File: src/dkt_ram.sv
// ----------------------------------------------------------------------------
// dkt_ram: simple dual-port RAM
// One write port, one read port, read data registered.
// ----------------------------------------------------------------------------
module dkt_ram #(
	parameter int WIDTH = 32,
	parameter int DEPTH = 8
) (
	input  logic                                  clk,
	input  logic                                  we,
	input  logic [((DEPTH > 1) ? $clog2(DEPTH) : 1)-1:0] waddr,
	input  logic [WIDTH-1:0]                      wdata,
	input  logic                                  re,
	input  logic [((DEPTH > 1) ? $clog2(DEPTH) : 1)-1:0] raddr,
	output logic [WIDTH-1:0]                      rdata
);
	logic [WIDTH-1:0] mem [DEPTH];

	always_ff @(posedge clk) begin
		if (we) begin
			mem[waddr] <= wdata;
		end
	end

	always_ff @(posedge clk) begin
		if (re) begin
			rdata <= mem[raddr];
		end
	end
endmodule

File: config.mk
export PLATFORM = sky130hd
export DESIGN_NAME = dkt_ram
export DESIGN_NICKNAME = d
export VERILOG_FILES = /design/src/dkt_ram.sv
export SDC_FILE = /design/constraint.sdc
export NUM_CORES = 1
export LEC_CHECK = 0
export BUFFER_PORTS_ARGS = -buffer_cell sky130_fd_sc_hd__buf_2
export CORE_MARGIN = 8
export CORE_UTILIZATION = 40
export DETAILED_ROUTE_END_ITERATION = 8
export GPL_TIMING_DRIVEN = 0
export PLACE_DENSITY_LB_ADDON = 0.05
export SYNTH_ARGS = -nofsm -noshare
export SYNTH_HDL_FRONTEND = slang
export SYNTH_SLANG_ARGS = --single-unit
File: constraint.sdc
create_clock -name clk -period 3.8 [get_ports clk]
set_clock_uncertainty 0.2 [all_clocks]
set_input_delay 0.57 -clock clk [delete_from_list [all_inputs] [get_ports clk]]
set_output_delay 0.57 -clock clk [all_outputs]
set_load 0.02 [all_outputs]
==> metrics.md, run 1 <==
| Metric | Value |
|---|---|
| Timing startpoint of the critical path | raddr[2] |
| Fraction of synthesis flops using an asynchronous set or reset pin | 0 |
| Die area | 0.0325 mm^2 |
| List of most frequent post-synthesis cells | sky130_fd_sc_hd__edfxtp_1 (288), sky130_fd_sc_hd__mux4_1 (40), sky130_fd_sc_hd__mux2_2 (32), sky130_fd_sc_hd__mux4_2 (24), sky130_fd_sc_hd__buf_6 (7) |
| Clock share of power | 0.418 |
| Start-to-end type of the worst setup path | primary input to flip-flop |
| Switching share of power | 0.200 |
| Worst EP required | between 3000 and 4000 ps |
| P_leak | 4.29 nW |
| Synthesized-area fraction occupied by ao, oa, aoi and oai cells | 0 |
| Total via count after detailed routing | 4620 |
| Final routed DRC violation total | 0 |
| Number of H-tree levels | 1 |
| Post-Place Cell Area | roughly 0.012 mm^2 |
| Setup Buffers After CTS | 0 |
| Final weighted congestion in routability-driven placement | 0.667 |
| Initial DRC Count | roughly 280 |
| Fraction of final layout cells sized beyond drive strength 1 | 0.368 |
| HPWL after detailed placement | between 10000 and 15000 um |
| Pins Over Slew Limit | 0 |
| Net count, final | roughly 570 |
| Count of hold-fix buffers inserted at cts | 0 |
| Average detailed-routed wire length per instance | 24.2 um |
| Mean instance size in the synthesized netlist | 26.0 um^2 |
| Height of the die | roughly 180 um |
| Longest individual stage delay on the worst path | 470 ps |
| Reported max-cap violation count | 0 |
| Path type of the worst min-delay path | primary input to flip-flop |
| Worst reg2reg path endpoint | rdata[5] |
| Proportion of synthesized area in mux cells | 0.181 |
| Width of the die | between 150 and 200 um |
| Synthesis Warnings | 0 |
| Sequential fraction of design power | 0.527 |
| Crit path to | rdata[11] |
| Met2 track utilization from global routing | 0.229 |
| Site row count | 60 |
| R2r startpoint | mem[3][5] |
| First-pass GRT wire length | approximately 32000 um |
| Detailed-route vias per instance | 5.17 |
| Number of nets produced by synthesis | around 460 |
| GR Util met1 | 0.167 |
| Utilization after layout | 0.479 |
| Diode insertion count for antenna repair | 0 |
| Number of endpoints with negative hold slack in the final report | 0 |
| CTS tree | built |
| First-pass iteration count of the detailed router | 4 |
| Cell Area, Synth | roughly 0.011 mm^2 |
| Xor and xnor area share after synthesis | 0 |
| Core region area | between 0.02 and 0.03 mm^2 |
| Initial antenna violation count | 3 |
| Maximum number of pins on one net before global-route repair | 33 |
| Most common flop cell mapped by yosys | sky130_fd_sc_hd__edfxtp_1 |
| Transition time of the tightest slew-check pin | about 1100 ps |
| Routed WL | 21600 um |
| Fraction of met3 tracks used by global routing | 0.0266 |
| Post-synthesis share of cell area spent on and, or, nand and nor gates | 0.00545 |
| RSZ-0062 raised after global routing | no |
| Peak ir drop on the vdd network | 388 uV |
| Later-pin clock latency in the skew report | around 530 ps |
| Quantity of I/O buffers inserted on ports | about 70 |
| GR Overflow Total | 0 |
| CTS resizes | 0 |
| Cell at the root of the clock tree | sky130_fd_sc_hd__clkbuf_16 |
| Buffer depth of the longest clock path | 3 |
| Total clock sinks | between 200 and 300 |
| Sequential area share after synthesis | 0.802 |
| GRT Overall Usage | 0.132 |
| Vias in the first global route | ~5100 |
| Final critical path time including I/O delays and setup | between 2000 and 2500 ps |
| Cell-by-cell trace of the critical path | clkbuf_1, buf_2, mux4_2, mux2_2 |
| Internal cell power | around 5.6 mW |
| Kind of start point of the critical path | primary input |
| Critical path's slowest cell | sky130_fd_sc_hd__clkbuf_1 |
| Endpoint type of the worst setup path | flip-flop |
| Total of endpoints with negative setup slack in the final report | 0 |
| Adder and majority gate portion of the synthesized area | 0 |
| Logic gate share of total power | 0.055 |
| CP Data Arrival Time | 2120 ps |
| Headroom to the max-slew limit | 0.290 |
| Flops & latches, synth | approximately 290 |
| Run status | completed |
| Maximum clock frequency | about 0.49 GHz |
| Fraction of post-synthesis cell area in the top cell type by area | 0.802 |
| Synthesized netlist cell count | slightly above 400 |
| Layout Area Growth over Synthesis | 18.8% |
| Switching power total | about 1.4 mW |
| Number of buffers created by CTS | 31 |
| Largest driver fanout on the critical path | 10 |
| Summed area of non-filler cells in the final layout | between 0.01 and 0.015 mm^2 |
| Initial Utilization | 0.404 |
| Busiest metal layer after global routing | met2 |
| Post-detailed-route count of antenna-violating nets | 0 |
| Count of cells along the worst register-to-register path | 2 |
| Post-synth top area cell | sky130_fd_sc_hd__edfxtp_1 |
| Pwr/cell area | between 500 and 600 mW/mm^2 |
| Clock-pin slew reported for the worst setup and hold paths after clock tree synthesis | 60 ps |
| Number of enable-type register cells in the synthesized netlist | ~290 |
| Most frequent cell after synthesis | sky130_fd_sc_hd__edfxtp_1 |
| Main area contributors after synthesis | sky130_fd_sc_hd__edfxtp_1 (80%), sky130_fd_sc_hd__mux4_1 (9.7%), sky130_fd_sc_hd__mux4_2 (5.0%) |
| Count of boundary I/O pins | 73 |
| Fraction of the cycle the final worst path needs | 0.535 |
| Count of unique library cells instantiated by Yosys | 12 |
| Main combinational cell family by area after synthesis | multiplexers |
| Flop-to-flop setup slack | approximately 2200 ps |
worst min path at each step:
stage                    start    endpoint  slack, ps  cells after the start
floorplan             wdata[0]   mem[0][0]        470                      0
global placement    mem[5][29]   rdata[29]        530                      2
detailed placement  mem[7][26]   rdata[26]        540                      2
CTS                  wdata[28]  mem[1][28]         60                      1
global route         wdata[28]  mem[1][28]         90                      1
finish               wdata[28]  mem[5][28]         90                      1
critical path, delay by kind of cell:
| kind | cells | cell delay, ps |
|---|---|---|
| buffers and inverters | 2 | 900 |
| multiplexers | 2 | 650 |
cells in the final DEF, fill, tap and decap left out, drive strengths merged:
cell type,netlist,final
clkbuf,1,38
nor3,2,2
nor2,6,6
nand2,2,2
inv,0,1
nand2b,3,3
mux2,32,32
edfxtp,288,288
buf,17,100
mux4,64,64
clkinv,0,12
bufinv,0,4
power by group through the flow:
stage | clock [mW] | combinational [mW] | sequential, mW
final | 2.90 | 0.379 | 3.66
after global routing | 3.09 | 0.412 | 3.66
after CTS | 2.98 | 0.393 | 3.66
after detailed placement | 0 | 0.391 | 3.72
after global placement | 0 | 0.365 | 3.72
after floorplan | 0 | 0.182 | 3.76
stage by stage:
| stage | power (mW) | hold WS [ps] | setup TNS [ps] | cells | setup WS (ps) |
|---|---|---|---|---|---|
| final | 6.93 | 92.1 | 0 | 893 | 1770 |
| after global routing | 7.17 | 85.9 | 0 | 893 | 1680 |
| after CTS | 7.03 | 64.5 | 0 | 893 | 1700 |
| after detailed placement | 4.11 | 538 | 0 | 839 | 1120 |
| after global placement | 4.09 | 529 | -291590 | 825 | -2710 |
| after floorplan | 3.94 | 469 | 0 | 415 | 183 |
logic make-up (layout without fill, tap and decap cells):
| group | Yosys count | in the layout |
|---|---|---|
| buffers and inverters | 18 | 155 |
| multiplexers | 96 | 96 |
| AND/OR/NAND/NOR | 13 | 13 |
| flip-flops | 288 | 288 |
state kept, by name, summed over array words and instances, names as in the netlist:
| register | flops |
|---|---|
| mem | 256 |
| rdata | 32 |
area by class of cell:
class,instances,area (um^2)
Buffer,18,128
Clock buffer,37,798
Clock inverter,17,185
Fill cell,2199,13900
Multi-Input combinational cell,109,2070
Sequential cell,288,8650
Tap cell,341,427
Timing Repair Buffer,83,559
routing by layer:
| layer | wire length [um] | part of all wire |
|---|---|---|
| met3 | 1040 | 0.048 |
| met4 | 462 | 0.021 |
| met5 | 33 | 0.0015 |
| met2 | 11000 | 0.51 |
| met1 | 9070 | 0.42 |
(Power assumes the default switching activity.)
==> run 2: changes to the inputs <==
Clock period 3.8 ns to 1.73 ns, I/O delays scaled along.
==> metrics.md, run 2 (synthesis results as in run 1) <==
| Metric | Value |
|---|---|
| Maximum clock frequency | 0.613 GHz |
| Count of boundary I/O pins | 73 (unchanged) |
| Peak ir drop on the vdd network | 806 uV (+110%) |
| Width of the die | 180 um (unchanged) |
| Logic gate share of total power | 0.061 (+0.006) |
| Site row count | 60 (unchanged) |
| Transition time of the tightest slew-check pin | 1290 ps (+223 ps) |
| Setup Buffers After CTS | 0 (unchanged) |
| Flop-to-flop setup slack | 130 ps (-2050 ps) |
| Final critical path time including I/O delays and setup | 1630 ps |
| Cell at the root of the clock tree | sky130_fd_sc_hd__clkbuf_16 |
| Number of H-tree levels | 1 (unchanged) |
| Leading cell types in the layout, fill and taps excluded | sky130_fd_sc_hd__edfxtp_1 (288), sky130_fd_sc_hd__buf_2 (70), sky130_fd_sc_hd__mux4_2 (60), sky130_fd_sc_hd__mux2_2 (32), sky130_fd_sc_hd__dlygate4sd3_1 (32) |
| Total via count after detailed routing | 4652 (+0.69%) |
| First-pass iteration count of the detailed router | 4 (unchanged) |
| Run status | completed |
| Non-filler instance count after layout | 923 (+3.4%) |
| Number of buffers created by CTS | 31 (unchanged) |
| GRT Overall Usage | 0.135 (+0.00299) |
| CTS resizes | 0 (unchanged) |
| Quantity of I/O buffers inserted on ports | 69 (unchanged) |
| RSZ-0062 raised after global routing | no |
| Start-to-end type of the worst setup path | primary input to flip-flop |
| Registers with the most flip-flops | mem x256, rdata x32 |
| Buffer depth of the longest clock path | 3 (unchanged) |
| Fraction of final layout cells sized beyond drive strength 1 | 0.412 (+0.0446) |
| Post-detailed-route count of antenna-violating nets | 0 (unchanged) |
| Worst EP required | 1680 ps (-2210 ps) |
| Pwr/cell area | 1180 mW/mm^2 (+120%) |
| GR Overflow Total | 0 (unchanged) |
| Leading cell type in the layout, fill and taps excluded | sky130_fd_sc_hd__edfxtp_1 |
| P_leak | 4.30 nW (+0.19%) |
| Post-placement cell count | 834 (-0.60%) |
| Pins Over Slew Limit | 0 (unchanged) |
| Endpoint type of the worst setup path | flip-flop |
| Max FFs per register | 256 (unchanged) |
| Final weighted congestion in routability-driven placement | 0.648 (-2.9%) |
| Net count, final | 599 (+4.7%) |
| Switching power total | 3.16 mW (+130%) |
| Sequential fraction of design power | 0.520 (-0.007) |
| Diode insertion count for antenna repair | 0 (unchanged) |
| Detailed-route vias per instance | 5.04 (-2.6%) |
| Path type of the worst min-delay path | primary input to flip-flop |
| Later-pin clock latency in the skew report | 550 ps (+20 ps) |
| CP Data Arrival Time | 1580 ps (-540 ps) |
| Layout Area Growth over Synthesis | 21.6% |
| Number of endpoints with negative hold slack in the final report | 0 (unchanged) |
| Headroom to the max-slew limit | 0.139 (-0.151) |
| Switching share of power | 0.204 (+0.00462) |
| Total clock sinks | 288 (unchanged) |
| Routed WL | 21800 um (+1.1%) |
| Internal cell power | 12.3 mW (+120%) |
| Initial DRC Count | 219 (-21%) |
| HPWL after detailed placement | 12400 um (-4.1%) |
| Count of hold-fix buffers inserted at cts | 32 (+32) |
| Largest driver fanout on the critical path | 32 (+22) |
| Post-Place Cell Area | 0.0118 mm^2 (-0.38%) |
| Vias in the first global route | 5321 (+5.1%) |
| Initial antenna violation count | 0 (-3) |
| Summed area of non-filler cells in the final layout | 0.0131 mm^2 (+2.4%) |
| Average detailed-routed wire length per instance | 23.6 um (-2.2%) |
| Height of the die | 180 um (unchanged) |
| Maximum number of pins on one net before global-route repair | 33 (unchanged) |
| Final routed DRC violation total | 0 (unchanged) |
| Total of endpoints with negative setup slack in the final report | 0 (unchanged) |
| Die area | 0.0325 mm^2 (unchanged) |
| Kind of start point of the critical path | primary input |
| First-pass GRT wire length | 32900 um (+2.8%) |
| Core region area | 0.0267 mm^2 (unchanged) |
| Clock share of power | 0.419 (about the same) |
| Clock-pin slew reported for the worst setup and hold paths after clock tree synthesis | 60 ps (about the same) |
| Reg with most FFs | mem |
| CTS tree | built |
| Initial Utilization | 0.404 (unchanged) |
| Reported max-cap violation count | 0 (unchanged) |
| Fraction of the cycle the final worst path needs | 0.942 |
[run 2: routing by layer]
metal  up-vias  GRT usage  wire (um)
met3        29     0.0246       1130
li1       2078          -          -
met2       116      0.236      10900
met5         -          0          0
met4         0     0.0351        325
met1      2429      0.171       9420
[run 2: power groups by stage]
| stage | sequential, mW | combinational (mW) | clock, mW |
|---|---|---|---|
| 5_1_grt | 8.05 | 1.02 | 6.90 |
| 2_1_floorplan | 8.25 | 0.450 | 0 |
| 6_report | 8.03 | 0.941 | 6.48 |
| 3_3_place_gp | 8.17 | 0.865 | 0 |
| 4_1_cts | 8.04 | 0.973 | 6.65 |
| 3_5_place_dp | 8.18 | 0.908 | 0 |
[run 2: layout make-up]
cell class,instances,area (um^2)
fillers,2172,13600
clock inverters,21,219
flip-flops and latches,288,8650
plain buffers,18,203
multi-input cells,109,1970
clock buffers,36,795
repair buffers,110,858
well taps,341,427
[run 2: through the flow]
step                      total power, mW  setup TNS, ps  setup slack, ps   util  hold WS (ps)
after floorplan                      8.70         -28800             -159      -           158
after global placement               9.04        -325400            -1400  0.433           322
after detailed placement             9.09         -77570             -551  0.441           329
after CTS                            15.7              0             24.9  0.491         -25.6
after global routing                 16.0              0             11.4  0.491         -13.0
final                                15.5              0             99.5  0.491          1.31
[run 2: worst paths after layout]
kind | cells after the start | end | startpoint
worst min-delay path | 2 | mem[4][23] | waddr[1]
worst min register to register | 2 | rdata[31] | mem[5][31]
worst max-delay path | 3 | mem[7][17] | waddr[0]
worst max register to register | 2 | rdata[2] | mem[4][2]
[run 2: critical path: stages]
cell	delay [ps]
sky130_fd_sc_hd__buf_2	160
sky130_fd_sc_hd__nand2_1	150
sky130_fd_sc_hd__nor2_4	980
==> run 3: changes to the inputs <==
Settings changed: BUFFER_PORTS_ARGS -buffer_cell sky130_fd_sc_hd__buf_2 to not set, DONT_BUFFER_PORTS set to 1, REMOVE_ABC_BUFFERS set to 1.
Clock period 1.73 ns to 1.6 ns, I/O delays scaled along.
==> metrics.md, run 3 (synthesis results as in run 1) <==
| Metric | Value |
|---|---|
| Logic gate share of total power | 0.040 (-0.021) |
| Cell-by-cell trace of the critical path | mux4_2, mux2_4 |
| Height of the die | 180 um (unchanged) |
| Fraction of final layout cells sized beyond drive strength 1 | 0.313 (-0.0995) |
| Number of H-tree levels | 2 (+1) |
| First-pass iteration count of the detailed router | 5 (+1) |
| P_leak | 4.02 nW (-6.5%) |
| Summed negative setup slack over all endpoints | 0 ps (unchanged) |
| Final routed DRC violation total | 0 (unchanged) |
| Start-to-end type of the worst setup path | flip-flop to flip-flop |
| GRT Overall Usage | 0.131 (-0.00360) |
| Reported max-cap violation count | 0 (unchanged) |
| Clock share of power | 0.432 (+0.013) |
| Headroom to the max-slew limit | 0.603 (+0.464) |
| Total power draw | 16.6 mW (+7.7%) |
| First-pass GRT wire length | 32000 um (-2.8%) |
| Filler instances | 2213 (+1.9%) |
| Internal cell power | 13.4 mW (+8.6%) |
| Count of boundary I/O pins | 73 (unchanged) |
| Critical path's slowest cell | sky130_fd_sc_hd__mux4_2 |
| Switching power total | 3.28 mW (+3.9%) |
| Width of the die | 180 um (unchanged) |
| Final weighted congestion in routability-driven placement | 0.621 (-4.1%) |
| Core region area | 0.0267 mm^2 (unchanged) |
| Setup Buffers After CTS | 0 (unchanged) |
| Total of endpoints with negative setup slack in the final report | 0 (unchanged) |
| Routed WL | 21300 um (-2.5%) |
| Pins Over Slew Limit | 0 (unchanged) |
| Initial Utilization | 0.404 (unchanged) |
| Transition time of the tightest slew-check pin | 594 ps (-694 ps) |
| Summed area of non-filler cells in the final layout | 0.0127 mm^2 (-3.4%) |
| Vias in the first global route | 5066 (-4.8%) |
| Site row count | 60 (unchanged) |
| Registers with the most flip-flops | mem x256, rdata x32 |
| Reg with most FFs | mem |
| Later-pin clock latency in the skew report | 500 ps (-50 ps) |
| Layout Area Growth over Synthesis | 17.5% |
| Clock-pin slew reported for the worst setup and hold paths after clock tree synthesis | 60 ps (about the same) |
| CP delay by family, top | multiplexers |
| CP Data Arrival Time | 1630 ps (+50 ps) |
| Switching share of power | 0.197 (-0.00712) |
| Endpoint type of the worst setup path | flip-flop |
| Sequential fraction of design power | 0.528 (+0.008) |
| Post-Place Cell Area | 0.0114 mm^2 (-3.6%) |
| Pwr/cell area | 1310 mW/mm^2 (+11%) |
| Kind of start point of the critical path | flip-flop |
| Final critical path time including I/O delays and setup | around 1600 ps |
| Violated checks | hold timing |
| Longest individual stage delay on the worst path | 480 ps (-500 ps) |
| Maximum number of pins on one net before global-route repair | 65 (+97%) |
| Post-detailed-route count of antenna-violating nets | 0 (unchanged) |
| Detailed-route vias per instance | 5.24 (+3.9%) |
| Cell at the root of the clock tree | sky130_fd_sc_hd__clkbuf_16 |
| Maximum clock frequency | between 0.6 and 0.7 GHz |
| CTS tree | built |
| Non-filler instance count after layout | 847 (-8.2%) |
| Number of endpoints with negative hold slack in the final report | 74 (+74) |
| Max FFs per register | 256 (unchanged) |
| Post-placement cell count | 752 (-9.8%) |
| Total via count after detailed routing | 4436 (-4.6%) |
| Peak ir drop on the vdd network | 735 uV (-8.8%) |
| HPWL after detailed placement | 11500 um (-7.7%) |
| Fraction of the cycle the final worst path needs | 0.993 |
| Worst EP required | 1640 ps (-40 ps) |
| Initial antenna violation count | 1 (+1) |
| Die area | 0.0325 mm^2 (unchanged) |
| GR Overflow Total | 0 (unchanged) |
| Buffer depth of the longest clock path | 3 (unchanged) |
| Total clock sinks | 288 (unchanged) |
| Number of buffers created by CTS | 34 (+9.7%) |
| Final setup slack of the worst path | 10.6 ps (-88.9 ps) |
| Net count, final | 522 (-13%) |
| Run status | finished, violations left |
| Leading cell types in the layout, fill and taps excluded | sky130_fd_sc_hd__edfxtp_1 (288), sky130_fd_sc_hd__mux4_2 (60), sky130_fd_sc_hd__clkbuf_16 (37), sky130_fd_sc_hd__dlygate4sd3_1 (33), sky130_fd_sc_hd__mux2_2 (23) |
| WP buf/inv | 0 (-1) |
| Leading cell type in the layout, fill and taps excluded | sky130_fd_sc_hd__edfxtp_1 |
| Initial DRC Count | 239 (+9.1%) |
| Worst Setup Slack post-DPL | -620 ps (-68.9 ps) |
| Quantity of I/O buffers inserted on ports | 0 (-100%) |
| Largest driver fanout on the critical path | 1 (-97%) |
| RSZ-0062 raised after global routing | yes |
| Smallest hold slack | -218 ps (-219 ps) |
| Path type of the worst min-delay path | primary input to flip-flop |
| Count of hold-fix buffers inserted at cts | 34 (+6.3%) |
| Average detailed-routed wire length per instance | 25.1 um (+6.3%) |
[run 3: power by group through the flow]
stage / Sequential, mW / Combinational, mW / Clock, mW
2_1_floorplan: 8.92 / 0.347 / 0
3_3_place_gp: 8.95 / 0.435 / 0
3_5_place_dp: 8.95 / 0.480 / 0
4_1_cts: 8.79 / 0.665 / 7.40
5_1_grt: 8.81 / 0.719 / 7.69
6_report: 8.79 / 0.662 / 7.19
[run 3: path summary, 6_finish.rpt]
check              from         to  slack, ps  cells past startpoint
max reg2reg  mem[6][20]  rdata[20]         10                      2
min reg2reg   mem[5][8]   rdata[8]        550                      2
min            raddr[1]  rdata[22]       -220                      1
max          mem[6][20]  rdata[20]         10                      2
[run 3: through the flow]
step | hold WS [ps] | utilization
floorplan | 139 | -
global placement | 139 | 0.415
detailed placement | 139 | 0.425
CTS | -239 | 0.476
global route | -245 | 0.474
finish | -218 | 0.474
[run 3: per-layer routing]
metal  vias up  wire length [um]  GRT usage
li1       1921                 -          -
met1      2384              9410      0.169
met2        98             10500      0.219
met3        33              1060     0.0343
met4         0               335     0.0341
met5         -                 0          0
[run 3: cell type report]
class / instances / area (um^2) / area share
antenna: 1 / 2.50 / 0.000197
clock inverter: 16 / 98.8 / 0.00780
clock buffer: 44 / 952 / 0.0751
timing repair buffer: 48 / 572 / 0.0451
sequential: 288 / 8650 / 0.683
tap: 341 / 427 / 0.0337
multi-input combinational: 109 / 1970 / 0.156
[run 3: timing repair]
action,4_1_cts,5_1_grt
hold endpoints to repair,362,74
gates resized for setup,17,29
setup endpoints to repair,20,25
[run 3: worst reg2reg max path, cell delays in order, from the launching register on]
cell,delay [ps]
sky130_fd_sc_hd__edfxtp_1,380
sky130_fd_sc_hd__mux4_2,490
sky130_fd_sc_hd__mux2_4,280
